[src/sv/wkdm_pkg.sv]
// ----------------------------------------------------------------------------
// wkdm_pkg
// Shared types, constants and helpers for the word classifier and encoder.
// ----------------------------------------------------------------------------
package wkdm_pkg;

  localparam int WORD_W         = 32;
  localparam int HASH_BITS_DEF  = 8;
  localparam int WORDS_PER_PAGE = 1024;
  localparam int CNT_W          = 11;
  localparam int LEN_W          = 13;
  localparam int LEN_SUM_W      = 15;
  localparam int IDX_CODE_W     = 8;
  localparam int OUT_DATA_W     = 88;
  localparam int OUT_USER_W     = 3;

  localparam logic [WORD_W-1:0]    HASH_MUL  = 32'h9E37_79B1;
  localparam logic [CNT_W-1:0]     CNT_MAX   = 11'h7FF;
  localparam logic [LEN_SUM_W-1:0] LEN_MAX   = 15'd8191;
  localparam logic [LEN_SUM_W-1:0] LEN_LIMIT = 15'd4096;
  localparam logic [LEN_SUM_W-1:0] LEN_BASE  = LEN_SUM_W'(6 + WORDS_PER_PAGE / 4);

  typedef logic [1:0] tag_t;
  localparam tag_t TAG_BLANK = 2'd0;
  localparam tag_t TAG_HIT0  = 2'd1;
  localparam tag_t TAG_HIT1  = 2'd2;
  localparam tag_t TAG_NEW   = 2'd3;

  typedef struct packed {
    tag_t                    tag;
    logic [IDX_CODE_W-1:0]   index_code;
    logic [WORD_W-1:0]       miss_code;
  } word_res_t;

  typedef struct packed {
    logic [CNT_W-1:0] way0_count;
    logic [CNT_W-1:0] way1_count;
    logic [CNT_W-1:0] miss_count;
    logic             nonzero;
  } page_sum_t;

  function automatic logic [CNT_W-1:0] bump(input logic [CNT_W-1:0] c);
    return (c == CNT_MAX) ? c : c + 1'b1;
  endfunction

endpackage

[src/sv/wkdm_emit.sv]
// ----------------------------------------------------------------------------
// wkdm_emit
// Output register with a pending page trailer after the last word.
// ----------------------------------------------------------------------------
module wkdm_emit import wkdm_pkg::*; (
  input  logic                  clk,
  input  logic                  rst_n,
  input  logic                  word_fire,
  input  logic                  word_last,
  input  word_res_t             word_res,
  input  page_sum_t             page_sum,
  output logic                  emit_ready,
  output logic                  out_valid,
  input  logic                  out_ready,
  output logic [OUT_DATA_W-1:0] out_data,
  output logic [OUT_USER_W-1:0] out_user,
  output logic                  out_last
);

  logic                  out_valid_r, out_valid_nxt;
  logic [OUT_DATA_W-1:0] out_data_r, out_data_nxt;
  logic [OUT_USER_W-1:0] out_user_r, out_user_nxt;
  logic                  out_last_r, out_last_nxt;
  logic                  pend_r, pend_nxt;
  page_sum_t             pend_sum_r;

  logic                  out_free;
  logic [LEN_SUM_W-1:0]  len;
  logic [LEN_W-1:0]      packed_len;
  logic                  all_zero, too_long;

  assign out_free   = !out_valid_r || out_ready;
  assign emit_ready = out_free && !pend_r;

  assign len = LEN_BASE + LEN_SUM_W'(pend_sum_r.way0_count)
             + LEN_SUM_W'(pend_sum_r.way1_count)
             + {2'b00, pend_sum_r.miss_count, 2'b00};
  assign all_zero   = !pend_sum_r.nonzero;
  assign too_long   = pend_sum_r.nonzero && (len >= LEN_LIMIT);
  assign packed_len = !pend_sum_r.nonzero ? '0
                    : (len > LEN_MAX) ? LEN_MAX[LEN_W-1:0] : len[LEN_W-1:0];

  always_comb begin
    out_valid_nxt = out_valid_r;
    out_data_nxt  = out_data_r;
    out_user_nxt  = out_user_r;
    out_last_nxt  = out_last_r;
    pend_nxt      = pend_r;
    if (out_free) begin
      if (pend_r) begin
        out_valid_nxt = 1'b1;
        out_data_nxt  = {too_long, all_zero, packed_len,
                         pend_sum_r.miss_count, pend_sum_r.way1_count,
                         pend_sum_r.way0_count, {WORD_W{1'b0}}, {IDX_CODE_W{1'b0}}};
        out_user_nxt  = {1'b1, TAG_BLANK};
        out_last_nxt  = 1'b1;
        pend_nxt      = 1'b0;
      end else if (word_fire) begin
        out_valid_nxt = 1'b1;
        out_data_nxt  = {{(OUT_DATA_W - WORD_W - IDX_CODE_W){1'b0}},
                         word_res.miss_code, word_res.index_code};
        out_user_nxt  = {1'b0, word_res.tag};
        out_last_nxt  = !word_last;
        pend_nxt      = word_last;
      end else begin
        out_valid_nxt = 1'b0;
      end
    end
  end

  always_ff @(posedge clk) begin
    if (!rst_n) begin
      out_valid_r <= 1'b0;
      pend_r      <= 1'b0;
    end else begin
      out_valid_r <= out_valid_nxt;
      pend_r      <= pend_nxt;
    end
  end

  always_ff @(posedge clk) begin
    out_data_r <= out_data_nxt;
    out_user_r <= out_user_nxt;
    out_last_r <= out_last_nxt;
    if (word_fire && word_last) begin
      pend_sum_r <= page_sum;
    end
  end

  assign out_valid = out_valid_r;
  assign out_data  = out_data_r;
  assign out_user  = out_user_r;
  assign out_last  = out_last_r;

endmodule

[config.mk]
export PLATFORM = sky130hd
export DESIGN_NAME = wkdm_emit
export DESIGN_NICKNAME = d
export VERILOG_FILES = /design/src/sv/wkdm_pkg.sv /design/src/sv/wkdm_emit.sv
export SDC_FILE = /design/constraint.sdc
export NUM_CORES = 1
export LEC_CHECK = 0
export ABC_AREA = 1
export BUFFER_PORTS_ARGS = -buffer_cell sky130_fd_sc_hd__buf_2
export CORE_MARGIN = 1.5
export CORE_UTILIZATION = 47
export DETAILED_ROUTE_END_ITERATION = 10
export PLACE_DENSITY = 0.77
export REMOVE_ABC_BUFFERS = 1
export SLEW_MARGIN = 20
export SYNTH_ARGS = -nofsm -noshare
export SYNTH_HDL_FRONTEND = slang
export SYNTH_SLANG_ARGS = --single-unit
[constraint.sdc]
create_clock -name clk -period 5.3 [get_ports clk]
set_clock_uncertainty 0.1 [all_clocks]
set_input_delay 0.265 -clock clk [delete_from_list [all_inputs] [get_ports clk]]
set_output_delay 0.265 -clock clk [all_outputs]
set_load 0.02 [all_outputs]
# Yosys cells after proc, flatten, opt, wreduce, memory -nomap -nowiden
# Index checks and enable logic that the tools add are counted.
# Widths: inputs -> output; s select.
[totals] inputBits=81 output_inout_bits=94 register_bits=128 wordCells=35
[op_classes] muxes=10 magnitude_cmp=2 n_reduce_logical=10 addsub=3
[op_table] cell="$mux 88" count=2
[op_table] cell="$mux 13" count=2
[op_table] cell="$add 13x13->14" count=1
[op_table] cell="$ge 14x13->1 const B" count=1
[op_table] cell="$gt 14x13->1 const B" count=1
[op_table] cell="$add 12x11->13" count=1
[op_table] cell="$add 9x11->12 const A" count=1
[op_table] cell="$mux 1" count=5
[op_table] cell="$logic_not 1->1" count=4
[op_table] cell="$logic_and 1x1->1" count=3
[op_table] cell="$mux 3" count=1
[op_table] cell="$reduce_and 2->1" count=1
[op_table] cell="$reduce_bool 2->1" count=1
[op_table] cell="$logic_or 1x1->1" count=1

# Logic depth before layout (Yosys ltp)
[depth] depth_word=7 depth_mapped=15 ltp_nobuf=15

# Least setup slack after synthesis
# Ideal clock, no wire load.
[synth_path] path_type="reg2reg" from="register pend_r" to="register out_data_r[0] (netlist: out_data[0]), enable pin" arrival_time_ns=4.992 stages_incl_launch_ff=4 required_time_ns=4.625 slack_ns=-0.367 setup_time_ns=0.575 period_less_slack_ns=5.667 n_path_buf=1 cell_sequence="dfxtp_1 > buf_2 > inv_1 > a21oi_1"
[synth_via] elab_chain_cells=2
[synth_lines] item="start, declared" line="wkdm_emit.sv:24" rtl="logic pend_r, pend_nxt;"
[synth_lines] item="start signal, assigned" line="wkdm_emit.sv:77" rtl="pend_r <= pend_nxt;"
[synth_lines] item="$reduce_bool 2->1 (no source line)"
[synth_lines] item="$reduce_and 2->1 (no source line)"
[synth_lines] item="end signal, assigned" line="wkdm_emit.sv:82" rtl="out_data_r <= out_data_nxt;"
[synth_lines] item="end, declared" line="wkdm_emit.sv:21" rtl="logic [OUT_DATA_W-1:0] out_data_r, out_data_nxt;"
# Every way passes these cells.
# A chain may end at the register's enable or synchronous reset.

# Final worst setup path
[layout_path] from="register pend_sum_r[6] (netlist name)" to="register out_data_r[84] (netlist: out_data[84]) (data pin)"
[layout_via] elab_chain_cells=5
[layout_lines] item="start, declared" line="wkdm_emit.sv:25" rtl="page_sum_t pend_sum_r;"
[layout_lines] item="start signal, assigned" line="wkdm_emit.sv:86" rtl="pend_sum_r <= page_sum;"
[layout_lines] item="$add 13x13->14 *" line="wkdm_emit.sv:37" rtl="+ {2'b00, pend_sum_r.miss_count, 2'b00};"
[layout_lines] item="$gt 14x13->1" line="wkdm_emit.sv:41" rtl=": (len > LEN_MAX) ? LEN_MAX[LEN_W-1:0] : len[LEN_W-1:0];"
[layout_lines] item="$mux 13 *" line="wkdm_emit.sv:41"
[layout_lines] item="$mux 13 *" line="wkdm_emit.sv:40" rtl="assign packed_len = !pend_sum_r.nonzero ? '0"
[layout_lines] item="$mux 88 *" line="wkdm_emit.sv:50" rtl="if (pend_r) begin"
# Every way passes the cells marked *; elsewhere a longest branch is shown, timed or not.

==> impl_metrics.ini <==
[global_route]
grt_pass1_wl_um = 18800
grt_pass1_vias = 3981
overflow = 0
grt_max_degree = 80
antenna_found_initial = 0
grt_use_total = 0.194

[sta]
setup_viol_count_final = 0
rsz0062_at_grt = false
worst_pin_slew_ns = 0.800
relSlewSlack = 0.467
drv_slew = 0
setup_tns_ns = 0
fin_crit_ns = 3.00
hold_violations = 0
min_period_over_period = 0.567
timing.fmax_mhz = 333

[drt]
drc = 0
vias_per_cell = 4.49
drtAntennaViolNets = 0
vias = 4053
drtIter0Drc = 275
wire_per_inst_um = 13.4
drt_first_pass_iters = 4
drt-total-wl_um = 12100

[synth]
synth-main-ff-cell = edfxtp_1
avgSynthCellArea_um2 = 11.1
ys_seq_area_frac = 0.662
synthArstFlopShare = 0
ys_ff_latch = 128
synth_area_um2 = 5780
synthCells = 520
yosysWarnings = 0
synth_edf_count = 126
synth_cell_types = 23

[setup_path]
crit_fanout = 9
rr_startpoint = pend_sum_r[6]
cp.required_ns = 5.37
rrSetupSlack_ns = 2.30
critPathTopFamily = adder cells
crit_top_cell = nand2_1
reg2reg_depth = 15
crit_path_end_kind = register
reg2reg_to = out_data[84]
crit_arrival_ns = 3.08
cpMaxStageDelayCell = fa_1
worstPathCellList = inv_1, fa_1, inv_1, fa_1, ha_1, nand2_2, inv_1, nand2_1, nand2_1, nand2_1, nand2_1, nor2_4, nand3_1, nand2_1, inv_1
startpoint_type = register
path_class = register to register
critical-path-max-stage-delay_ns = 0.41
path_buf_inv = 4

[pwr]
leakagePower_nw = 4.05
power.density_nw_per_um2 = 384
p_total_mw = 2.99
ir_drop_uv = 192

[run]
maxCapViolations = 0

[floorplanning]
die_area_um2 = 13000
row_count = 40
die_h_um = 114
start_util = 0.481
io_pins = 175
fp.dieW_um = 114
coreArea_um2 = 12000

[layout]
final_util = 0.648
final_cells = 903
antenna-diode-count = 0
finalNetCount = 858
final_area_um2 = 7790
regArea_um2 = 3820
layout-drive-gt1-share = 0.290
syn_to_final_growth_pct = 34.8
multi_input_area_um2 = 1340
fillers = 913

[clock_network]
clk_latency_ns = 0.42
cts.sinks = 128
clk_path_buf_depth = 2
post-cts-setup-buffers = 0
cts_tree = yes
post_cts_resized = 0
htreeDepth = 4
cts-root-buf = clkbuf_16
numCtsBuffers = 17
clk_pin_slew_ns = 0.06

[status]
status = finished, final reports clean

[placement]
port_buffers = 174
placed_cells = 835
place_hpwl_um = 7970
gp_congestion = 0.756
place_area_um2 = 6830

[worst_hold_path]
hold_class = input pin to register
min_from = word_res[23]
min_to = out_data[31]
hold_depth = 3
worst max-delay path by stage:
stage / from / to / slack (ns) / cells past startpoint
CTS: pend_sum_r[6] / out_data[74] / 2.28 / 15
floorplan: pend_r / out_data[0] / -1.59 / 2
finish: pend_sum_r[6] / out_data[84] / 2.30 / 15
detailed placement: pend_sum_r[6] / out_data[74] / 2.28 / 15
global placement: pend_sum_r[6] / out_data[75] / 2.30 / 15
global route: pend_sum_r[6] / out_data[84] / 2.07 / 15
flip-flops by register name, indices dropped and copies added, names as in the netlist:
signal and cells:
out_data 88, out_last 1, out_user 3, out_valid 1
pend_r 1, pend_sum_r 34
cell usage after synthesis, types with 4 or more instances:
cell type,instances,share of area
nand2_1,89,0.058
fa_1,10,0.035
nand3_1,10,0.0087
inv_1,153,0.099
buf_1,4,0.0026
nor2_1,65,0.042
edfxtp_1,126,0.65
a21oi_1,12,0.010
nand2_2,4,0.0043
clkbuf_1,4,0.0026
ha_1,24,0.052
timing repair:
action,in CTS,in global routing
endpoints found under the hold margin,37,0
hold buffers,36,0
endpoints found under the setup margin,0,0
power by group:
part / switching (mW) / internal, mW / total [mW]
registers: 0.0227 / 1.20 / 1.23
logic: 0.378 / 0.217 / 0.594
clock network: 0.432 / 0.734 / 1.17
total: 0.833 / 2.16 / 2.99
cells by family (layout without fill, tap and decap cells):
logic type	count (synthesis)	in the layout	share of synthesized area
AND/OR/NAND/NOR	177	177	0.125
buffers and inverters	164	400	0.107
flip-flops	128	128	0.662
adder cells (fa/ha/maj)	34	34	0.0866
AO/OA/AOI/OAI	13	13	0.0132
XOR/XNOR	4	4	0.00607
worst min-delay path, stage by stage:
cell	delay [ns]
buf_2	0.07
inv_1	0.03
nor2_1	0.07
stage by stage:
step / setup WS, ns / hold slack, ns
2_1_floorplan: -1.59 / 0.264
3_3_place_gp: 2.30 / 0.341
3_5_place_dp: 2.28 / 0.343
4_1_cts: 2.28 / 0.0173
5_1_grt: 2.07 / 0.0300
6_report: 2.30 / 0.0261
placed cells by master (no fill, tap or decap), types with 2 or more instances in the layout:
| master | instances |
|---|---|
| buf_2 | 174 |
| inv_1 | 153 |
| edfxtp_1 | 126 |
| nand2_1 | 89 |
| nor2_1 | 65 |
| dlygate4sd3_1 | 36 |
| ha_1 | 24 |
| clkbuf_16 | 17 |
| a21oi_1 | 11 |
| nand3_1 | 10 |
| fa_1 | 10 |
| nand2_2 | 4 |
| clkinvlp_4 | 4 |
| clkinv_1 | 4 |
| buf_4 | 4 |
| bufinv_16 | 3 |
| a21oi_4 | 2 |
| nand4_1 | 2 |
| nor2_2 | 2 |
| nand3b_1 | 2 |
| xnor2_1 | 2 |
| xor2_1 | 2 |
| inv_6 | 2 |
layer usage:
layer  share of wire  global-route usage  up-vias
met5               0                   0        -
met4           0.019              0.0817        0
met3           0.058              0.0521       24
met2            0.52               0.347      137
met1            0.41               0.219     1847
li1                -                   -     2045
area by class of cell:
class | count | share of cell area
Inverter | 154 | 0.0746
Multi-Input combinational cell | 228 | 0.173
Timing Repair Buffer | 214 | 0.162
Sequential cell | 128 | 0.491
Clock buffer | 17 | 0.0546
Tap cell | 147 | 0.0236
Clock inverter | 15 | 0.0214
No activity file was read; power rests on OpenSTA's default activity.
