`src/sv/wkdm_pkg.sv`:
```
// ----------------------------------------------------------------------------
// wkdm_pkg
// Shared types, constants and helpers for the word classifier and encoder.
// ----------------------------------------------------------------------------
package wkdm_pkg;

  localparam int WORD_W         = 32;
  localparam int HASH_BITS_DEF  = 8;
  localparam int WORDS_PER_PAGE = 1024;
  localparam int CNT_W          = 11;
  localparam int LEN_W          = 13;
  localparam int LEN_SUM_W      = 15;
  localparam int IDX_CODE_W     = 8;
  localparam int OUT_DATA_W     = 88;
  localparam int OUT_USER_W     = 3;

  localparam logic [WORD_W-1:0]    HASH_MUL  = 32'h9E37_79B1;
  localparam logic [CNT_W-1:0]     CNT_MAX   = 11'h7FF;
  localparam logic [LEN_SUM_W-1:0] LEN_MAX   = 15'd8191;
  localparam logic [LEN_SUM_W-1:0] LEN_LIMIT = 15'd4096;
  localparam logic [LEN_SUM_W-1:0] LEN_BASE  = LEN_SUM_W'(6 + WORDS_PER_PAGE / 4);

  typedef logic [1:0] tag_t;
  localparam tag_t TAG_BLANK = 2'd0;
  localparam tag_t TAG_HIT0  = 2'd1;
  localparam tag_t TAG_HIT1  = 2'd2;
  localparam tag_t TAG_NEW   = 2'd3;

  typedef struct packed {
    tag_t                    tag;
    logic [IDX_CODE_W-1:0]   index_code;
    logic [WORD_W-1:0]       miss_code;
  } word_res_t;

  typedef struct packed {
    logic [CNT_W-1:0] way0_count;
    logic [CNT_W-1:0] way1_count;
    logic [CNT_W-1:0] miss_count;
    logic             nonzero;
  } page_sum_t;

  function automatic logic [CNT_W-1:0] bump(input logic [CNT_W-1:0] c);
    return (c == CNT_MAX) ? c : c + 1'b1;
  endfunction

endpackage

```
`src/sv/wkdm_classify.sv`:
```
// ----------------------------------------------------------------------------
// wkdm_classify
// Dictionary lookup, tag decision, delta coding and per-page state.
// ----------------------------------------------------------------------------
module wkdm_classify import wkdm_pkg::*; #(
  parameter int HASH_BITS = HASH_BITS_DEF
) (
  input  logic                   clk,
  input  logic                   rst_n,
  input  logic                   a_adv,
  input  logic [WORD_W-1:0]      a_word,
  input  logic                   a_last,
  input  logic [HASH_BITS-1:0]   a_bucket,
  input  logic [2*WORD_W-1:0]    ram_q,
  input  logic                   single_way,
  input  logic                   emit_ready,
  output logic                   b_take,
  output logic                   ram_we,
  output logic [HASH_BITS-1:0]   ram_waddr,
  output logic [2*WORD_W-1:0]    ram_wdata,
  output logic                   word_fire,
  output logic                   word_last,
  output word_res_t              word_res,
  output page_sum_t              page_sum
);

  localparam int NB = 2 ** HASH_BITS;
  localparam int DW = (HASH_BITS > IDX_CODE_W) ? HASH_BITS : IDX_CODE_W;

  logic                 b_valid_r, b_valid_nxt;
  logic [WORD_W-1:0]    b_word_r;
  logic                 b_last_r;
  logic [HASH_BITS-1:0] b_bucket_r;
  logic                 fwd_r, fwd_nxt;
  logic [WORD_W-1:0]    fwd_way0_r, fwd_way1_r;
  logic                 touched_r [NB];
  logic                 touched_q_r, touched_q_nxt;
  logic [HASH_BITS-1:0] prev0_r, prev0_nxt;
  logic [HASH_BITS-1:0] prev1_r, prev1_nxt;
  logic [WORD_W-1:0]    prev_miss_r, prev_miss_nxt;
  logic [CNT_W-1:0]     h0_r, h0_nxt, h0_upd;
  logic [CNT_W-1:0]     h1_r, h1_nxt, h1_upd;
  logic [CNT_W-1:0]     m_r, m_nxt, m_upd;
  logic                 nz_r, nz_nxt, nz_upd;

  logic [WORD_W-1:0]    way0, way1;
  logic                 nz, hit0, hit1, miss, wr;
  logic [HASH_BITS-1:0] delta;
  logic [DW-1:0]        delta_ext;
  logic                 b_fire;

  assign b_fire = b_valid_r && emit_ready;
  assign b_take = !b_valid_r || b_fire;

  // untouched bucket reads as empty, a zero way never matches a nonzero word
  assign way0 = !touched_q_r ? '0 : fwd_r ? fwd_way0_r : ram_q[2*WORD_W-1:WORD_W];
  assign way1 = !touched_q_r ? '0 : fwd_r ? fwd_way1_r : ram_q[WORD_W-1:0];

  assign nz   = (b_word_r != '0);
  assign hit0 = nz && (way0 == b_word_r);
  assign hit1 = nz && !hit0 && !single_way && (way1 == b_word_r);
  assign miss = nz && !hit0 && !hit1;
  assign wr   = hit1 || miss;

  assign ram_we    = b_fire && wr;
  assign ram_waddr = b_bucket_r;
  assign ram_wdata = {b_word_r, way0};

  assign delta     = b_bucket_r ^ (hit1 ? prev1_r : prev0_r);
  assign delta_ext = DW'(delta);

  always_comb begin
    word_res            = '0;
    word_res.tag        = TAG_BLANK;
    if (hit0) begin
      word_res.tag        = TAG_HIT0;
      word_res.index_code = delta_ext[IDX_CODE_W-1:0];
    end else if (hit1) begin
      word_res.tag        = TAG_HIT1;
      word_res.index_code = delta_ext[IDX_CODE_W-1:0];
    end else if (miss) begin
      word_res.tag        = TAG_NEW;
      word_res.miss_code  = b_word_r ^ prev_miss_r;
    end
  end

  assign h0_upd = hit0 ? bump(h0_r) : h0_r;
  assign h1_upd = hit1 ? bump(h1_r) : h1_r;
  assign m_upd  = miss ? bump(m_r) : m_r;
  assign nz_upd = nz_r || nz;

  assign page_sum.way0_count = h0_upd;
  assign page_sum.way1_count = h1_upd;
  assign page_sum.miss_count = m_upd;
  assign page_sum.nonzero    = nz_upd;

  assign word_fire = b_fire;
  assign word_last = b_last_r;

  always_comb begin
    prev0_nxt     = prev0_r;
    prev1_nxt     = prev1_r;
    prev_miss_nxt = prev_miss_r;
    h0_nxt        = h0_r;
    h1_nxt        = h1_r;
    m_nxt         = m_r;
    nz_nxt        = nz_r;
    if (b_fire) begin
      if (b_last_r) begin
        prev0_nxt     = '0;
        prev1_nxt     = '0;
        prev_miss_nxt = '0;
        h0_nxt        = '0;
        h1_nxt        = '0;
        m_nxt         = '0;
        nz_nxt        = 1'b0;
      end else begin
        if (hit0) prev0_nxt = b_bucket_r;
        if (hit1) prev1_nxt = b_bucket_r;
        if (miss) prev_miss_nxt = b_word_r;
        h0_nxt = h0_upd;
        h1_nxt = h1_upd;
        m_nxt  = m_upd;
        nz_nxt = nz_upd;
      end
    end
  end

  assign b_valid_nxt   = b_take ? a_adv : b_valid_r;
  assign fwd_nxt       = a_adv ? (ram_we && (a_bucket == b_bucket_r)) : fwd_r;
  assign touched_q_nxt = !a_adv                             ? touched_q_r
                       : (b_fire && b_last_r)               ? 1'b0
                       : (ram_we && (a_bucket == b_bucket_r)) ? 1'b1
                       : touched_r[a_bucket];

  always_ff @(posedge clk) begin
    if (!rst_n) begin
      b_valid_r   <= 1'b0;
      fwd_r       <= 1'b0;
      touched_q_r <= 1'b0;
      prev0_r     <= '0;
      prev1_r     <= '0;
      prev_miss_r <= '0;
      h0_r        <= '0;
      h1_r        <= '0;
      m_r         <= '0;
      nz_r        <= 1'b0;
    end else begin
      b_valid_r   <= b_valid_nxt;
      fwd_r       <= fwd_nxt;
      touched_q_r <= touched_q_nxt;
      prev0_r     <= prev0_nxt;
      prev1_r     <= prev1_nxt;
      prev_miss_r <= prev_miss_nxt;
      h0_r        <= h0_nxt;
      h1_r        <= h1_nxt;
      m_r         <= m_nxt;
      nz_r        <= nz_nxt;
    end
  end

  always_ff @(posedge clk) begin
    if (a_adv) begin
      b_word_r   <= a_word;
      b_last_r   <= a_last;
      b_bucket_r <= a_bucket;
      fwd_way0_r <= b_word_r;
      fwd_way1_r <= way0;
    end
  end

  // one touched bit per bucket, cleared together at page end
  always_ff @(posedge clk) begin
    if (!rst_n) begin
      for (int i = 0; i < NB; i++) begin
        touched_r[i] <= 1'b0;
      end
    end else if (b_fire) begin
      if (b_last_r) begin
        for (int i = 0; i < NB; i++) begin
          touched_r[i] <= 1'b0;
        end
      end else if (wr) begin
        touched_r[b_bucket_r] <= 1'b1;
      end
    end
  end

endmodule

```
`config.mk`:
```
export PLATFORM = sky130hd
export DESIGN_NAME = wkdm_classify
export DESIGN_NICKNAME = d
export VERILOG_FILES = /design/src/sv/wkdm_pkg.sv /design/src/sv/wkdm_classify.sv
export SDC_FILE = /design/constraint.sdc
export NUM_CORES = 1
export LEC_CHECK = 0
export BUFFER_PORTS_ARGS = -buffer_cell sky130_fd_sc_hd__clkbuf_2
export CAP_MARGIN = 20
export CELL_PAD_IN_SITES_DETAIL_PLACEMENT = 0
export CELL_PAD_IN_SITES_GLOBAL_PLACEMENT = 1
export CORE_AREA = 2 2 220 222
export DETAILED_ROUTE_END_ITERATION = 12
export DIE_AREA = 0 0 222 224
export PLACE_DENSITY_LB_ADDON = 0.1
export SYNTH_ARGS = -nofsm -noshare
export SYNTH_HDL_FRONTEND = slang
export SYNTH_SLANG_ARGS = --single-unit
```
`constraint.sdc`:
```
create_clock -name clk -period 4.5 [get_ports clk]
set_input_delay 0.45 -clock clk [delete_from_list [all_inputs] [get_ports clk]]
set_output_delay 0.45 -clock clk [all_outputs]
set_load 0.05 [all_outputs]
```
== Word level (Yosys, flattened, before mapping) ==
Memories as Yosys holds them, arrays and structs flattened.
Cells that the tools add are included.

* Flip-flop bits (word level): 190
* Memory bits (writable): 256
* Input port bits: 110
* Output and inout port bits: 152
* Logic and storage cells: 606
* Memories: 1

{| class="wikitable"
|+ Memories
! memory !! depth !! bits a word !! read ports !! clocked after Yosys merged registers in !! wr ports !! line !! source
|-
| touched_r || 256 || 1 || 1 || 0 || 256 || wkdm_classify.sv:36 || <nowiki>logic touched_r [NB];</nowiki>
|}

* Add/subtract/negate cells: 3
* Equality and inequality tests: 6
* Mux-type cells: 299
* Bitwise logic cells: 258
* Reduce and logical (&&, ||, !) cells: 24

{| class="wikitable"
|+ Operators with widths
! kind !! number
|-
| two-way mux 32 bit || 9
|-
| two-way mux 1 bit || 271
|-
| bitwise OR 1 bit || 256
|-
| two-way mux 11 bit || 9
|-
| == test 32 bit || 2
|-
| two-way mux 8 bit || 7
|-
| adder 11 x 1 -> 11 bit (second input constant) || 3
|-
| == test 11 bit (second input constant) || 3
|-
| nonzero test 32 bit || 1
|-
| XOR 32 bit || 1
|-
| two-way mux 10 bit || 1
|-
| logical AND 1 bit || 9
|-
| == test 8 bit || 1
|-
| XOR 8 bit || 1
|-
| AND reduction 2 bit || 3
|-
| nonzero test 2 bit || 3
|-
| logical NOT 1 bit || 4
|-
| two-way mux 2 bit || 2
|-
| logical OR 1 bit || 3
|-
| OR reduction 1 bit || 1
|}

== Longest topological paths before layout ==
* Depth in word-level cells: 18
* Depth in mapped cells: 15
* Mapped depth without buffers: 9

== Worst setup path before layout ==
No wires, ideal clock.

* Kind: register to output
* Start: reg fwd_r
* End: out word_res[40] (netlist name)
* Arrival: 3.679 ns
* Required time: 4.050 ns
* Slack: 0.371 ns
* Cell stages (with the launch flop): 11
* Path buffers: 4
* Cells stage by stage: dfxtp_1 > buf_6 > buf_6 > mux2i_1 > nor3_1 > nand4b_1 > or4_1 > or4_1 > buf_2 > buf_2 > o21ai_0

{| class="wikitable"
|+ RTL lines
! element !! line !! source
|-
| start: declaration || wkdm_classify.sv:34 || <nowiki>logic fwd_r, fwd_nxt;</nowiki>
|-
| start signal: assignment || wkdm_classify.sv:150 || <nowiki>fwd_r <= fwd_nxt;</nowiki>
|-
| end: declaration || wkdm_classify.sv:23 || <nowiki>output word_res_t word_res,</nowiki>
|}

==> impl_metrics.env <==
export IMPL_cts_tree="built"
export IMPL_finClkSkew_ps=26.7
export IMPL_drtIter0Drc=1338
export IMPL_clkLatencyLatePin_ps=620
export IMPL_drt_pass1_iterations=5
export IMPL_antenna_found_initial=2
export IMPL_finalSetupViolCount=0
export IMPL_clock_fmax_mhz=225
export IMPL_comb_power_share_pct=10.2
export IMPL_finalSetupTns_ps=0
export IMPL_rows=80
export IMPL_ant_nets=0
export IMPL_hold_viol=0
export IMPL_avgSynthCellArea_um2=9.75
export IMPL_p_sw_share_pct=26.7
export IMPL_status="completed"
export IMPL_vias=17227
export IMPL_grt_max_degree=157
export IMPL_place_hpwl_um=44400
export IMPL_yosysUniqueCellTypes=78
export IMPL_die_w_um=222
export IMPL_grt_pass1_wl_um=100000
export IMPL_final_area_um2=25300
export IMPL_pin_count=262
export IMPL_critPathMaxFanout=7
export IMPL_start_util_pct=43.4
export IMPL_ir_drop_mv=0.305
export IMPL_path_class="flop to primary output"
export IMPL_yosysWarnings=0
export IMPL_slowest_delay_ps=630
export IMPL_gp_congestion=0.885
export IMPL_p_leak_nw=9.40
export IMPL_path_clk_slew_ps=60
export IMPL_crit_buf_inv=4
export IMPL_dieArea_um2=49700
export IMPL_yosys_area_top_type="dfxtp_1"
export IMPL_yosys_register_bits=446
export IMPL_synth_edf_count=105
export IMPL_drive_gt1_share_pct=24.7
export IMPL_grtUsageTotal_pct=26.3
export IMPL_synth_nets=2220
export IMPL_synth_main_ff_cell="dfxtp_1"
export IMPL_clock_sinks=446
export IMPL_cp_cell_sequence="buf_6 > buf_4 > mux2i_2 > nor3_1 > nand4b_1 > or4_4 > or4_4 > nor2_4 > buf_12 > nand3_1 > mux2_2 > clkbuf_2"
export IMPL_synthTopCellsByArea="dfxtp_1 (33%), edfxtp_1 (15%), mux4_2 (9.2%)"
export IMPL_worstMarginPinSlew_ps=1050
export IMPL_syn_instance_count=2107
export IMPL_relSlewSlack_pct=29.5
export IMPL_io_buffers=261
export IMPL_placedCellCount=2883
export IMPL_pwr_share_clk_pct=43.8
export IMPL_critPathTopFamily="simple AND/OR/NAND/NOR gates"
export IMPL_worstPathArrival_ps=3990
export IMPL_seq_power_share_pct=46.0
export IMPL_end_kind="primary output"
export IMPL_h_tree_depth=2
export IMPL_async_flop_share_pct=0
export IMPL_viasPerCell=5.71
export IMPL_final_min_clock_period_ps=4440
export IMPL_fill_cells=4281
export IMPL_syn_cell_area_um2=20500
export IMPL_crit_top_cell="or4_4"
export IMPL_crit_slowest_cell="or4_4"
export IMPL_post_route_period_util_pct=98.6
export IMPL_wl_um=66500
export IMPL_ys_seq_area_share_pct=48.6
export IMPL_p_sw_mw=2.50
export IMPL_hold_path_class="input pin to flop"
export IMPL_wl_per_cell_um=22.1
export IMPL_nets=2471
export IMPL_fin_cells=3017
export IMPL_first_global_vias=16315
export IMPL_die_h_um=224
export IMPL_cts_path_max_buffers=3
export IMPL_synth_top_cell_area_share_pct=33.2
export IMPL_cts_root_buf="clkbuf_16"
export IMPL_crit_required_ps=4050
export IMPL_maxCapViolations=0
export IMPL_p_per_area_nw_per_um2=370
export IMPL_core_um2=47300
export IMPL_cp_start_kind="flop"
export IMPL_syn_to_final_growth_pct=23.2
export IMPL_grt_overflow_total=0
export IMPL_drc=0
export IMPL_cts_buffers=49
export IMPL_finalMaxSlewViolations=0
export IMPL_place_area_um2=22900
export IMPL_p_int_mw=6.87
## sequential cells by signal (all words and copies together), names as in the netlist
name         flops
touched_r      256
b_word_r        32
fwd_way0_r      32
fwd_way1_r      32
prev_miss_r     32
h0_r            11
h1_r            11
m_r             11
prev0_r          8
prev1_r          8
ram_waddr        8
b_valid_r        1
fwd_r            1
nz_r             1
touched_q_r      1
word_last        1
## worst reg2reg max path, cell delays in order (launching register included)
cell	delay [ps]
dfxtp_4	460
buf_6	150
buf_4	120
mux2i_2	280
nor3_1	60
nand4b_1	240
or4_4	490
nor4_4	490
buf_4	280
nor2_2	160
nand4_1	290
buf_4	310
o21ai_0	140
## cells in the final DEF (no fill, tap or decap), types with 9 or more instances in the layout
cell type      instances
clkbuf_2             221
a21oi_1               33
edfxtp_1             105
or3_1                 29
nand4b_1              19
nor2_1               153
dfxtp_1              340
o21ai_0              307
nand3_1               31
o22a_1                10
nand2_1              345
mux2_2                27
inv_1                 33
mux4_2                84
clkbuf_1               9
mux2i_1               31
nor3_1                33
clkbuf_8              10
mux2i_4               10
o21a_1                35
clkinv_2              13
a32o_1                10
buf_12                37
o31ai_1               13
xnor2_1               51
o2bb2ai_1              9
dlygate4sd3_1         18
clkbuf_16             54
a31oi_1               13
buf_4                 66
and3_1                50
nand4_1               32
## cell usage after synthesis (5+ instances only)
library cell  instances
a21boi_0              5
a21oi_1              33
a31oi_1              13
a32o_1               10
and3_1               52
and4_1                8
buf_1                 7
buf_2                20
buf_4                 9
buf_6                 6
clkbuf_1            114
clkbuf_2              7
dfxtp_1             341
edfxtp_1            105
inv_1                33
mux2_2               27
mux2i_1              48
mux4_2               84
nand2_1             346
nand3_1              31
nand4_1              32
nand4b_1             19
nor2_1              155
nor3_1               34
nor3b_1               5
nor4_1                9
o211ai_1              6
o21a_1               35
o21ai_0             307
o22a_1               10
o22ai_1               6
o2bb2ai_1             9
o31ai_1              13
or3_1                29
or4_1                11
xnor2_1              51
xor2_1                9
## layer usage
| metal | routed length [µm] | up-vias | part of all wire, % | global-route usage [%] |
|---|---|---|---|---|
| met5 | 0 | - | 0 | 0 |
| met1 | 28200 | 8447 | 42 | 33.9 |
| met3 | 3690 | 120 | 5.5 | 4.33 |
| li1 | - | 8113 | - | - |
| met4 | 2300 | 0 | 3.5 | 9.87 |
| met2 | 32300 | 547 | 49 | 44.6 |
## cell families (layout without fill, tap and decap cells)
group                    count (synthesis)  count (layout)  synth area share, %
multiplexers                           162             162                 13.2
other                                    0               3                    0
AND/OR/NAND/NOR                        755             755                 17.3
AO/OA/AOI/OAI                          481             481                 13.8
flip-flops                             446             446                 48.6
buffers and inverters                  200             492                 4.26
adder cells (fa/ha/maj)                  3               3                0.183
XOR/XNOR                                60              60                 2.56
## area by class of cell
cell class | count | area, µm² | area share (%)
Sequential cell | 446 | 9980 | 39.4
Tap cell | 615 | 769 | 3.04
Clock buffer | 71 | 1470 | 5.82
Multi-Input combinational cell | 1461 | 9970 | 39.4
Clock inverter | 21 | 183 | 0.722
Timing Repair Buffer | 364 | 2780 | 11.0
Inverter | 36 | 135 | 0.534
Antenna cell | 3 | 7.51 | 0.0297
## timing repair
| action | 4_1_cts | 5_1_grt |
|---|---|---|
| endpoints found under the setup margin | 74 | 67 |
| buffers inserted | 11 | 6 |
| hold buffers | 18 | 0 |
| endpoints found under the hold margin | 18 | 0 |
| gates resized for setup | 30 | 39 |
| pin swaps | 3 | 10 |
| gates cloned | 1 | 3 |
## final timing paths
path	from	endpoint	slack (ps)	cells after the start
min	a_word[30]	b_word_r[30]	30	1
max	fwd_r	page_sum[32]	60	12
min reg2reg	touched_r[243]	touched_r[243]	450	2
max reg2reg	fwd_r	touched_r[83]	880	12
## per-stage QoR
stage               utilization, %  power, mW  hold slack (ps)  setup slack (ps)
floorplan                        -       4.92              420               371
finish                        53.5       9.37             32.4              61.3
detailed placement            48.4       5.32              436               178
global placement              48.4       5.31              429               229
global route                  53.4       9.69             8.42             -19.1
CTS                           52.9       9.44            0.587              1.91
## power by group through the flow
stage | Clock (mW) | Combinational (mW) | Sequential (mW)
finish | 4.10 | 0.958 | 4.31
global route | 4.36 | 1.01 | 4.32
CTS | 4.19 | 0.951 | 4.31
detailed placement | 0 | 0.925 | 4.39
global placement | 0 | 0.919 | 4.39
floorplan | 0 | 0.499 | 4.43
No activity file was read; power rests on OpenSTA's default activity.
