### config.mk
export PLATFORM = sky130hd
export DESIGN_NAME = wkdm_front
export DESIGN_NICKNAME = d
export VERILOG_FILES = /design/src/sv/wkdm_pkg.sv /design/src/sv/wkdm_front.sv
export SDC_FILE = /design/constraint.sdc
export NUM_CORES = 1
export LEC_CHECK = 0
export ABC_CLOCK_PERIOD_IN_PS = 7300
export BUFFER_PORTS_ARGS = -buffer_cell sky130_fd_sc_hd__buf_4
export CELL_PAD_IN_SITES_DETAIL_PLACEMENT = 0
export CELL_PAD_IN_SITES_GLOBAL_PLACEMENT = 1
export CORE_MARGIN = 8
export CORE_UTILIZATION = 50
export CTS_BUF_LIST = sky130_fd_sc_hd__clkbuf_4 sky130_fd_sc_hd__clkbuf_8 sky130_fd_sc_hd__clkbuf_16
export CTS_CLUSTER_DIAMETER = 30
export DETAILED_ROUTE_END_ITERATION = 12
export GPL_TIMING_DRIVEN = 0
export PLACE_DENSITY_LB_ADDON = 0.1
export SLEW_MARGIN = 20
export SYNTH_ARGS = -nofsm -noshare
export SYNTH_HDL_FRONTEND = slang
export SYNTH_SLANG_ARGS = --single-unit
### constraint.sdc
create_clock -name clk -period 7.3 [get_ports clk]
set_clock_uncertainty 0.1 [all_clocks]
set_input_delay 0.365 -clock clk [delete_from_list [all_inputs] [get_ports clk]]
set_output_delay 0.365 -clock clk [all_outputs]
set_load 0.005 [all_outputs]
### src/sv/wkdm_pkg.sv
// ----------------------------------------------------------------------------
// wkdm_pkg
// Shared types, constants and helpers for the word classifier and encoder.
// ----------------------------------------------------------------------------
package wkdm_pkg;

  localparam int WORD_W         = 32;
  localparam int HASH_BITS_DEF  = 8;
  localparam int WORDS_PER_PAGE = 1024;
  localparam int CNT_W          = 11;
  localparam int LEN_W          = 13;
  localparam int LEN_SUM_W      = 15;
  localparam int IDX_CODE_W     = 8;
  localparam int OUT_DATA_W     = 88;
  localparam int OUT_USER_W     = 3;

  localparam logic [WORD_W-1:0]    HASH_MUL  = 32'h9E37_79B1;
  localparam logic [CNT_W-1:0]     CNT_MAX   = 11'h7FF;
  localparam logic [LEN_SUM_W-1:0] LEN_MAX   = 15'd8191;
  localparam logic [LEN_SUM_W-1:0] LEN_LIMIT = 15'd4096;
  localparam logic [LEN_SUM_W-1:0] LEN_BASE  = LEN_SUM_W'(6 + WORDS_PER_PAGE / 4);

  typedef logic [1:0] tag_t;
  localparam tag_t TAG_BLANK = 2'd0;
  localparam tag_t TAG_HIT0  = 2'd1;
  localparam tag_t TAG_HIT1  = 2'd2;
  localparam tag_t TAG_NEW   = 2'd3;

  typedef struct packed {
    tag_t                    tag;
    logic [IDX_CODE_W-1:0]   index_code;
    logic [WORD_W-1:0]       miss_code;
  } word_res_t;

  typedef struct packed {
    logic [CNT_W-1:0] way0_count;
    logic [CNT_W-1:0] way1_count;
    logic [CNT_W-1:0] miss_count;
    logic             nonzero;
  } page_sum_t;

  function automatic logic [CNT_W-1:0] bump(input logic [CNT_W-1:0] c);
    return (c == CNT_MAX) ? c : c + 1'b1;
  endfunction

endpackage

### src/sv/wkdm_front.sv
// ----------------------------------------------------------------------------
// wkdm_front
// Input register and multiplicative hash of the held word into a bucket.
// ----------------------------------------------------------------------------
module wkdm_front import wkdm_pkg::*; #(
  parameter int HASH_BITS = HASH_BITS_DEF
) (
  input  logic                 clk,
  input  logic                 rst_n,
  input  logic                 in_valid,
  input  logic [WORD_W-1:0]    in_word,
  input  logic                 in_last,
  output logic                 in_ready,
  input  logic                 b_take,
  output logic                 a_adv,
  output logic [WORD_W-1:0]    a_word,
  output logic                 a_last,
  output logic [HASH_BITS-1:0] a_bucket
);

  logic              a_valid_r, a_valid_nxt;
  logic [WORD_W-1:0] a_word_r;
  logic              a_last_r;
  logic [WORD_W-1:0] prod;

  assign a_adv       = a_valid_r && b_take;
  assign in_ready    = !a_valid_r || b_take;
  assign a_valid_nxt = in_ready ? in_valid : a_valid_r;

  always_ff @(posedge clk) begin
    if (!rst_n) begin
      a_valid_r <= 1'b0;
    end else begin
      a_valid_r <= a_valid_nxt;
    end
  end

  always_ff @(posedge clk) begin
    if (in_ready && in_valid) begin
      a_word_r <= in_word;
      a_last_r <= in_last;
    end
  end

  // low 32 bits of the product, bucket from the top bits
  assign prod     = a_word_r * HASH_MUL;
  assign a_bucket = prod[WORD_W-1 -: HASH_BITS];
  assign a_word   = a_word_r;
  assign a_last   = a_last_r;

endmodule

# Word-level counts from Yosys, hierarchy flattened
# Cells that the tools add are included.
# Widths: inputs -> output; s select.
[totals] regBits=34 word_cells=8
[op_classes] multipliers=1 n_reduce_logical=4
[ops] op="$mul 32x32->32 const B" count=1
[ops] op="$logic_and 1x1->1" count=2
[ops] op="$logic_not 1->1" count=1
[ops] op="$logic_or 1x1->1" count=1

# Longest topological paths before layout
# Gate-level depths: netlist (run 1).
[depth] word_depth=3 mapped_depth=24 mapped_depth_nobuf=24

# Least setup slack after synthesis (run 1)
# Ideal clock, no wire load.
[synth_path] path_type="flip-flop to output port" from="register a_word_r[5] (netlist: a_word[5])" to="output a_bucket[5]" arrival_time_ps=6351 slack_ps=484 path_stages_with_launch=25 cell_sequence="edfxtp_1 > inv_1 > fa_1 > inv_1 > fa_1 > fa_1 > inv_1 > fa_1 > inv_1 > fa_1 > inv_1 > fa_1 > inv_1 > fa_1 > inv_1 > fa_1 > inv_1 > ha_1 > a21oi_2 > o21ai_0 > a221oi_2 > o21ai_2 > a31o_1 > or4_4 > o211ai_2"
[synth_via] elab_chain_cells=1
[synth_lines] element="start, declared" line="wkdm_front.sv:22" rtl="logic [WORD_W-1:0] a_word_r;"
[synth_lines] element="start signal, assigned" line="wkdm_front.sv:40" rtl="a_word_r <= in_word;"
[synth_lines] element="$mul 32x32->32" line="wkdm_front.sv:46" rtl="assign prod = a_word_r * HASH_MUL;"
[synth_lines] element="end, declared" line="wkdm_front.sv:18" rtl="output logic [HASH_BITS-1:0] a_bucket"
# Every way passes these cells.

# Worst setup path in the final report (run 1)
[layout_path] from="register a_word_r[11] (netlist: a_word[11])" to="output a_bucket[5]"
# The elaborated chain is that of the path after synthesis.

==> summary.txt, run 1 <==
Detailed routing
  – Final wirelength: 23.2 mm
  – Routed Antenna Nets: 0
  – Vias per cell: 4.79
  – TritonRoute pass-1 iters: 4
  – DRC Markers: 0
  – DR iter-0 viols: 210
  – Routed len/inst: 18.4 µm
  – Via count: 6,033

Floorplan
  – Initial Util: 0.509
  – Site Rows: 50
  – Die Width: 154 µm
  – Die height: 154 µm
  – Top Ports: 80
  – Core area: 0.0187 mm²
  – Die Area: 0.0237 mm²

Global route
  – Top Usage Layer GRT: met2
  – Largest net degree at the start of global routing: 34
  – Met2 Usage GRT: 0.326
  – Total GRT Usage: 0.205
  – Antenna violations before repair: 0
  – Met1 Track Usage GR: 0.282
  – GR Util met3: 0.0395
  – Grt ovf: 0
  – Number of global-route vias before repair: 6,683
  – First-pass GRT wire length: 36.6 mm

Final layout
  – Fin area: 0.0112 mm²
  – Post-layout util: 0.599
  – Area Growth Syn to Fin: 17.5%
  – Final net count: 1,449
  – Layout cells sized above 1: 0.185
  – Antenna Cells: 0

Timing
  – Post-layout minimum cycle time: 7.23 ns
  – Final hold violation count: 0
  – Max_slew headroom: 0.504
  – Final Slew Violations: 0
  – Maximum clock frequency: 0.138 GHz
  – RSZ-0062 raised after global routing: yes
  – Worst Tran Pin Value: 0.744 ns
  – Fin crit share: 0.990
  – Setup-failing EPs final: 0
  – Hold slack: 0.153 ns

CTS
  – CTS tree: built
  – TritonCTS Sinks: 34
  – Clk slew on worst S/H paths: 0.06 ns
  – Worst-Skew Late Latency: 0.28 ns
  – Cts hold-fix bufs: 0
  – CTS H-tree lvls: 2
  – Clk buf depth: 2
  – CTS root buf: clkbuf_16
  – Num CTS Buffers: 5

Logic synthesis
  – Synth area leaders: fa_1, ha_1, inv_1
  – Syn nets: 1,307
  – Main synth FF type: edfxtp_1
  – Number of synthesis warnings: 0
  – Seq cells post-synth: 34
  – Seq/Total Area, Yosys: 0.106
  – Cell taking the most area after synthesis: fa_1
  – Gate Count Post-Synth: 883
  – Post-synth ARST share: 0
  – Synth cell types: 34
  – Area share of the largest cell type after synthesis: 0.427
  – EDFF count, synth: 33
  – Synthesized area: 0.00953 mm²
  – Synth Area per Inst: 10.8 µm²

Setup path
  – Critical-path cell list: inv_2, fa_1, fa_2, fa_1, fa_2, inv_2, fa_1, fa_1, fa_1, inv_1, fa_1, inv_2, ha_4, and3_4, and2_4, a221oi_4, o21ai_4, a31o_1, or4_4, o211ai_2, buf_4
  – Crit Path Category: flop to output pin
  – CP endpoint kind: output pin
  – CP peak stage delay: 0.59 ns
  – Worst reg-to-reg setup slack: 5.78 ns
  – Critical Path Most Common Cell: fa_1
  – Crit-path slowest cell: fa_1
  – Crit path required time: 6.84 ns
  – Crit-path max FO: 4
  – Worst setup SP type: flop
  – Crit path DAT: 6.76 ns

Place
  – Gpl congestion: 0.873
  – Number of port buffers: 79
  – Area after DPL: 0.0104 mm²
  – HPWL after DPL: 18.8 mm

Job
  – Max-cap viol count: 0

Min path
  – Hold Path Class: primary input to flop

Outcome
  – Status: complete, no violations
[metrics by stage]
stage / setup TNS, ns / setup WS, ns / instances
after detailed placement: -0.685 / -0.305 / 1196
final: 0 / 0.0743 / 1260
after floorplan: 0 / 0.484 / 883
after global placement: -0.653 / -0.314 / 1196
after CTS: -0.0400 / -0.0400 / 1243
after global routing: -0.169 / -0.113 / 1260
[path summary, 6_finish.rpt]
path / end / from / cells after the start
setup reg to reg: a_word[24]$_DFFE_PP_ / a_valid_r$_SDFFE_PN0N_ / 2
setup / recovery: a_bucket[5] / a_word[11]$_DFFE_PP_ / 21
hold / removal: a_word[28]$_DFFE_PP_ / in_word[28] / 1
hold reg to reg: a_valid_r$_SDFFE_PN0N_ / a_valid_r$_SDFFE_PN0N_ / 2
[what timing repair did]
item / in CTS / in global routing
resized for setup: 10 / 36
setup endpoints to repair: 7 / 6
pin swaps: 4 / 16
buffers inserted: 39 / 18
endpoints found under the hold margin: 0 / 0
[metal layers]
metal	wire (µm)	part of all wire
met5	0	0
met4	515	0.022
met3	1260	0.054
met2	10400	0.45
met1	11000	0.47
[Yosys cell counts, types with 2 or more instances]
cell type,n
nand2b_1,2
o21a_1,4
nand3_1,2
a211oi_2,2
fa_1,203
and2_1,2
xor2_1,10
nand4_1,4
ha_1,184
o21ai_0,6
xnor2_1,34
nor2_1,5
o211ai_1,3
edfxtp_1,33
nand2_1,9
a211oi_1,2
a31oi_1,2
a21oi_1,13
inv_1,345
a21o_1,4
[sequential cells by signal, indices dropped and copies added, names as in the netlist]
name       count
a_word        32
a_last         1
a_valid_r      1
[placed cells by master, fill, tap and decap left out, drive strengths merged, types with 4 or more instances in the layout]
master	n
nor2	5
o21ai	7
inv	345
a21oi	14
fa	203
xnor2	34
a211oi	4
ha	184
edfxtp	33
nand4	4
buf	135
nand2	9
a21o	5
o21a	4
clkbuf	5
o211ai	4
xor2	10
[cell type report]
cell class / instances / area [µm²]
Tap cell: 234 / 293
Clock buffer: 5 / 125
Sequential cell: 34 / 1010
Timing Repair Buffer: 135 / 1020
Multi-Input combinational cell: 504 / 7380
Inverter: 345 / 1300
Clock inverter: 3 / 68.8
Fill cell: 1626 / 7510
[critical path, delay by kind of cell, from the launching register on]
family	cells	cell delay, ns
AOI/OAI and AO/OA	4	0.71
adders and majority gates	9	4.09
and+or+nand+nor	3	0.75
buffers and inverters	5	0.42
DFF	1	0.50
[logic make-up (layout without fill, tap and decap cells)]
group / Yosys count / in the layout / share of synthesized area
flip-flops: 34 / 34 / 0.106
AO/OA/AOI/OAI: 45 / 45 / 0.0332
AND/OR/NAND/NOR: 28 / 28 / 0.0159
buffers and inverters: 345 / 488 / 0.136
adder cells (fa/ha/maj): 387 / 387 / 0.668
XOR/XNOR: 44 / 44 / 0.0405
Power of run 1 is left out: the tool's default activity adds up to more than one toggle a clock period on the data nets, which glitch-free logic cannot reach.
==> inputs of run 2 (changes only) <==
==> constraint.sdc (replaced) <==
create_clock -name clk -period 7.3 [get_ports clk]
set_clock_uncertainty 0.1 [all_clocks]
set_input_delay 0.73 -clock clk [delete_from_list [all_inputs] [get_ports clk]]
set_output_delay 0.73 -clock clk [all_outputs]
set_load 0.005 [all_outputs]
==> summary.txt, run 2 (synthesized netlist as in run 1, its figures left out) <==
Outcome
  – Status: finished, violations left
  – Failing checks: setup timing

Floorplan
  – Die height: 154 µm (unchanged)
  – Die Width: 154 µm (unchanged)
  – Top Ports: 80 (unchanged)
  – Initial Util: 0.509 (unchanged)
  – Site Rows: 50 (unchanged)
  – Die Area: 0.0237 mm² (unchanged)
  – Core area: 0.0187 mm² (unchanged)

Setup path
  – FF-to-FF path depth: 2 (unchanged)
  – Crit Path Category: flop to output pin
  – Worst reg-to-reg setup slack: 5.77 ns (about the same)
  – Crit path DAT: 6.69 ns (-0.07 ns)
  – Worst R2R Start: a_valid_r$_SDFFE_PN0N_
  – Worst path bufs/invs: 8 (+3)
  – Critical-path cell list: inv_2, buf_4, fa_1, inv_2, fa_2, fa_1, inv_1, fa_1, inv_1, fa_1, ha_4, fa_1, inv_1, fa_1, inv_2, ha_4, a211oi_4, o211ai_1, a211oi_2, o21ai_4, a31o_1, or4_4, o211ai_2, buf_4
  – CP endpoint kind: output pin
  – Crit-path slowest cell: fa_1
  – Crit-path leading delay family: adder cells
  – Reg2Reg Capture Point: a_word[24]$_DFFE_PP_
  – Crit-path max FO: 3 (-1)
  – CP peak stage delay: 0.58 ns (about the same)
  – Worst setup SP type: flop
  – Critical Path Most Common Cell: fa_1
  – Crit path required time: 6.47 ns (-0.37 ns)

Detailed routing
  – Vias per cell: 4.84 (+1.1%)
  – Final wirelength: 23.4 mm (+1.0%)
  – DRC Markers: 0 (unchanged)
  – Routed Antenna Nets: 0 (unchanged)
  – DR iter-0 viols: 197 (-6.2%)
  – Routed len/inst: 18.5 µm (+0.93%)
  – TritonRoute pass-1 iters: 4 (unchanged)
  – Via count: 6,103 (+1.2%)

Timing
  – Maximum clock frequency: 0.133 GHz (-3.9%)
  – Post-layout minimum cycle time: 7.52 ns (+0.294 ns)
  – Setup_tns: -0.594 ns (-0.594 ns)
  – Final Worst Setup Slack: -0.220 ns (-0.294 ns)
  – Hold slack: 0.428 ns (+0.275 ns)
  – Final Slew Violations: 0 (unchanged)
  – RSZ-0062 raised after global routing: yes
  – Final hold violation count: 0 (unchanged)
  – Max_slew headroom: 0.503 (-0.00116)
  – Setup-failing EPs final: 5 (+5)
  – Fin crit share: 1.03 (+0.0403)
  – Worst Tran Pin Value: 0.746 ns (+0.00174 ns)

Global route
  – Number of global-route vias before repair: 6,811 (+1.9%)
  – Total GRT Usage: 0.209 (+0.00339)
  – Antenna violations before repair: 0 (unchanged)
  – First-pass GRT wire length: 37.1 mm (+1.5%)
  – Largest net degree at the start of global routing: 34 (unchanged)
  – Grt ovf: 0 (unchanged)

Place
  – Gpl congestion: 0.873 (unchanged)
  – Number of port buffers: 79 (unchanged)
  – HPWL after DPL: 18.8 mm (unchanged)
  – Worst slack, placed: -0.670 ns (-0.365 ns)

CTS
  – CTS H-tree lvls: 2 (unchanged)
  – CTS root buf: clkbuf_16
  – CTS tree: built
  – Num CTS Buffers: 5 (unchanged)
  – Cts hold-fix bufs: 0 (unchanged)
  – TritonCTS Sinks: 34 (unchanged)
  – Clk slew on worst S/H paths: 0.05 ns (about the same)
  – Clk buf depth: 2 (unchanged)
  – Worst-Skew Late Latency: 0.28 ns (about the same)

Final layout
  – Area Growth Syn to Fin: 18.8%
  – Most common cell after layout, fill and taps aside: inv_1
  – Max reg flops: 32 (unchanged)
  – Antenna Cells: 0 (unchanged)
  – Layout cells sized above 1: 0.204 (+0.0183)
  – Commonest non-fill, non-tap cells in the layout: inv_1, fa_1, ha_1
  – Final net count: 1,450 (+0.069%)
  – Post-layout util: 0.605 (+0.00622)

Min path
  – Hold Path Class: flop to flop
  – Hold Path Stages: 2 (+1)
  – Hold EP: a_valid_r$_SDFFE_PN0N_
  – Hold Crit Start: a_valid_r$_SDFFE_PN0N_

Job
  – Max-cap viol count: 0 (unchanged)
[run 2: cell types whose count changed in the layout (fill, tap and decap cells not counted), sizes merged]
cell  before  now
buf      135  136
[run 2: how the worst max path moves through the flow]
stage               cells after the start           to                 from
floorplan                              24  a_bucket[5]  a_word[5]$_DFFE_PP_
global placement                       25  a_bucket[5]  a_word[5]$_DFFE_PP_
detailed placement                     25  a_bucket[5]  a_word[5]$_DFFE_PP_
CTS                                    25  a_bucket[5]  a_word[6]$_DFFE_PP_
global route                           25  a_bucket[5]  a_word[6]$_DFFE_PP_
finish                                 24  a_bucket[5]  a_word[4]$_DFFE_PP_
[run 2: repair_timing]
item	4_1_cts	5_1_grt
setup endpoints to repair	8	7
pin swaps	26	31
resized for setup	51	19
buffers inserted	51	7
[run 2: worst reg2reg max path: stages (launching register included)]
cell and delay [ns]:
dfxtp_1 0.31, nand2b_1 0.09, and2_2 0.65
[run 2: area by class of cell]
| cell class | count | area, µm² |
|---|---|---|
| tap | 234 | 293 |
| inverter | 345 | 1300 |
| fill | 1611 | 7390 |
| clock inverter | 3 | 68.8 |
| sequential | 34 | 1010 |
| timing repair buffer | 136 | 1050 |
| multi-input combinational | 504 | 7460 |
| clock buffer | 5 | 125 |
[run 2: metal layers]
layer	part of all wire	vias to the layer above	global-route usage	wire, µm
met5	0	-	0	0
met4	0.027	0	0.0672	640
met3	0.066	34	0.0406	1540
met2	0.44	165	0.326	10400
met1	0.46	3009	0.287	10800
li1	-	2895	-	-
[run 2: stage by stage]
stage | area, µm² | instances
final | 11300 | 1261
after global routing | 11300 | 1261
after CTS | 11200 | 1255
after detailed placement | 10400 | 1196
after global placement | 10400 | 1196
after floorplan | 9530 | 883
Power of run 2 is left out for the same reason.
==> inputs of run 3 (changes only) <==
--- a/config.mk
+++ b/config.mk
@@ -5,12 +5,12 @@
 export SDC_FILE = /design/constraint.sdc
 export NUM_CORES = 1
 export LEC_CHECK = 0
-export ABC_CLOCK_PERIOD_IN_PS = 7300
+export ABC_CLOCK_PERIOD_IN_PS = 9600
 export BUFFER_PORTS_ARGS = -buffer_cell sky130_fd_sc_hd__buf_4
 export CELL_PAD_IN_SITES_DETAIL_PLACEMENT = 0
 export CELL_PAD_IN_SITES_GLOBAL_PLACEMENT = 1
 export CORE_MARGIN = 8
-export CORE_UTILIZATION = 50
+export CORE_UTILIZATION = 54
 export CTS_BUF_LIST = sky130_fd_sc_hd__clkbuf_4 sky130_fd_sc_hd__clkbuf_8 sky130_fd_sc_hd__clkbuf_16
 export CTS_CLUSTER_DIAMETER = 30
 export DETAILED_ROUTE_END_ITERATION = 12
==> constraint.sdc (replaced) <==
create_clock -name clk -period 9.6 [get_ports clk]
set_clock_uncertainty 0.1 [all_clocks]
set_input_delay 0.96 -clock clk [delete_from_list [all_inputs] [get_ports clk]]
set_output_delay 0.96 -clock clk [all_outputs]
set_load 0.005 [all_outputs]
==> summary.txt, run 3 (synthesized netlist as in run 1, its figures left out) <==
Outcome
  – Status: complete, no violations

Final layout
  – Final net count: 1,393 (-3.9%)
  – Layout cells sized above 1: 0.102 (-0.101)
  – Area Growth Syn to Fin: 11.0%
  – Most common cell after layout, fill and taps aside: inv_1
  – Commonest non-fill, non-tap cells in the layout: inv_1, fa_1, ha_1
  – Max reg flops: 32 (unchanged)
  – Antenna Cells: 0 (unchanged)

Detailed routing
  – Routed Antenna Nets: 0 (unchanged)
  – Via count: 5,763 (-5.6%)
  – Routed len/inst: 17.8 µm (-4.3%)
  – Final wirelength: 21.2 mm (-9.3%)
  – TritonRoute pass-1 iters: 4 (unchanged)
  – DR iter-0 viols: 212 (+7.6%)
  – DRC Markers: 0 (unchanged)
  – Vias per cell: 4.82 (-0.36%)

CTS
  – Cts hold-fix bufs: 0 (unchanged)
  – CTS root buf: clkbuf_16
  – CTS H-tree lvls: 2 (unchanged)
  – Worst-Skew Late Latency: 0.28 ns (about the same)
  – Post-CTS setup buffers: 0 (-100%)
  – TritonCTS Sinks: 34 (unchanged)
  – CTS tree: built
  – Resized Gates After CTS: 0 (-100%)
  – Num CTS Buffers: 5 (unchanged)
  – Clk buf depth: 2 (unchanged)
  – Clk slew on worst S/H paths: 0.05 ns (about the same)

Place
  – HPWL after DPL: 18.5 mm (-1.8%)
  – Number of port buffers: 79 (unchanged)
  – Gpl congestion: 0.867 (-0.70%)

Min path
  – Hold Crit Start: a_valid_r$_SDFFE_PN0N_
  – Hold Path Class: flop to flop
  – Hold Path Stages: 2 (unchanged)
  – Hold EP: a_valid_r$_SDFFE_PN0N_

Timing
  – Max_slew headroom: 0.454 (-0.0487)
  – Final Slew Violations: 0 (unchanged)
  – Setup-failing EPs final: 0 (-5)
  – RSZ-0062 raised after global routing: no
  – Fin crit share: 0.880
  – Final hold violation count: 0 (unchanged)
  – Post-layout minimum cycle time: 8.45 ns
  – Worst Tran Pin Value: 0.819 ns (+0.0731 ns)
  – Setup_tns: 0 ns (+0.594 ns)
  – Maximum clock frequency: 0.118 GHz

Setup path
  – Worst reg-to-reg setup slack: 8.07 ns (+2.30 ns)
  – Worst setup SP type: flop
  – Worst R2R Start: a_valid_r$_SDFFE_PN0N_
  – FF-to-FF path depth: 2 (unchanged)
  – Crit Path Category: flop to output pin
  – Crit path required time: 8.54 ns (+2.07 ns)
  – Reg2Reg Capture Point: a_word[26]$_DFFE_PP_
  – Crit-path max FO: 10 (+7)
  – Crit path DAT: 7.39 ns (+0.70 ns)
  – Crit-path slowest cell: edfxtp_1
  – CP peak stage delay: 0.81 ns (+0.23 ns)
  – CP endpoint kind: output pin

Global route
  – First-pass GRT wire length: 35.0 mm (-5.7%)
  – Number of global-route vias before repair: 6,590 (-3.2%)
  – Total GRT Usage: 0.208 (-0.000779)
  – Largest net degree at the start of global routing: 34 (unchanged)
  – Grt ovf: 0 (unchanged)
  – Antenna violations before repair: 0 (unchanged)
  – Met1 Track Usage GR: 0.297 (+0.0104)
  – Top Usage Layer GRT: met2
  – Met2 Usage GRT: 0.334 (+0.00783)
  – GR Util met3: 0.0340 (-0.00666)

Floorplan
  – Initial Util: 0.551 (+0.0415)
  – Die Area: 0.0221 mm² (-6.7%)
  – Core area: 0.0173 mm² (-7.5%)
  – Die height: 149 µm (-3.4%)
  – Top Ports: 80 (unchanged)
  – Site Rows: 48 (-4.0%)
  – Die Width: 149 µm (-3.4%)

Job
  – Max-cap viol count: 0 (unchanged)
## run 3: changes by cell type in the layout (fill, tap and decap cells not counted), moves of 4 or more
cell | previous run | this run
a21oi_1 | 8 | 13
a21oi_2 | 5 | 1
buf_4 | 129 | 79
buf_6 | 7 | 0
fa_1 | 189 | 203
fa_2 | 14 | 0
ha_1 | 173 | 184
ha_4 | 11 | 0
inv_1 | 325 | 345
inv_2 | 17 | 0
## run 3: routing by layer
| metal | up-vias | share of wire | wire [µm] |
|---|---|---|---|
| li1 | 2781 | - | - |
| met1 | 2841 | 0.47 | 10100 |
| met2 | 130 | 0.46 | 9760 |
| met3 | 11 | 0.059 | 1240 |
| met4 | 0 | 0.0078 | 165 |
| met5 | - | 0 | 0 |
## run 3: worst max-delay path: cells and delay by family (launching register included)
family	cells	cell delay, ns
AO/OA/AOI/OAI	6	0.99
adder cells (fa/ha/maj)	9	4.13
buffers and inverters	9	0.74
flip-flops	1	0.81
AND/OR/NAND/NOR	1	0.42
## run 3: worst max-delay path by stage
stage / startpoint / end / slack (ns) / depth (start not counted)
after floorplan: a_word[5]$_DFFE_PP_ / a_bucket[5] / 2.19 / 24
after global placement: a_word[5]$_DFFE_PP_ / a_bucket[5] / 1.45 / 25
after detailed placement: a_word[5]$_DFFE_PP_ / a_bucket[5] / 1.42 / 25
after CTS: a_word[5]$_DFFE_PP_ / a_bucket[5] / 1.12 / 25
after global routing: a_word[5]$_DFFE_PP_ / a_bucket[5] / 0.83 / 25
final: a_word[6]$_DFFE_PP_ / a_bucket[5] / 1.15 / 25
## run 3: cell type report
class | count | area, µm²
clock buffer | 7 | 146
clock inverter | 1 | 30.0
sequential | 34 | 1010
fill | 1559 | 6720
multi-input combinational | 504 | 7220
tap | 225 | 282
inverter | 345 | 1290
timing repair buffer | 79 | 593
## run 3: through the flow
step,cells,instance area [µm²],hold slack [ns],setup slack (ns),utilization
2_1_floorplan,883,9530,0.416,2.19,-
4_1_cts,1195,10600,0.449,1.12,0.612
6_report,1195,10600,0.449,1.15,0.612
3_5_place_dp,1187,10400,0.434,1.42,0.601
5_1_grt,1195,10600,0.511,0.828,0.612
3_3_place_gp,1187,10400,0.416,1.45,0.601
Power of run 3 is left out for the same reason.
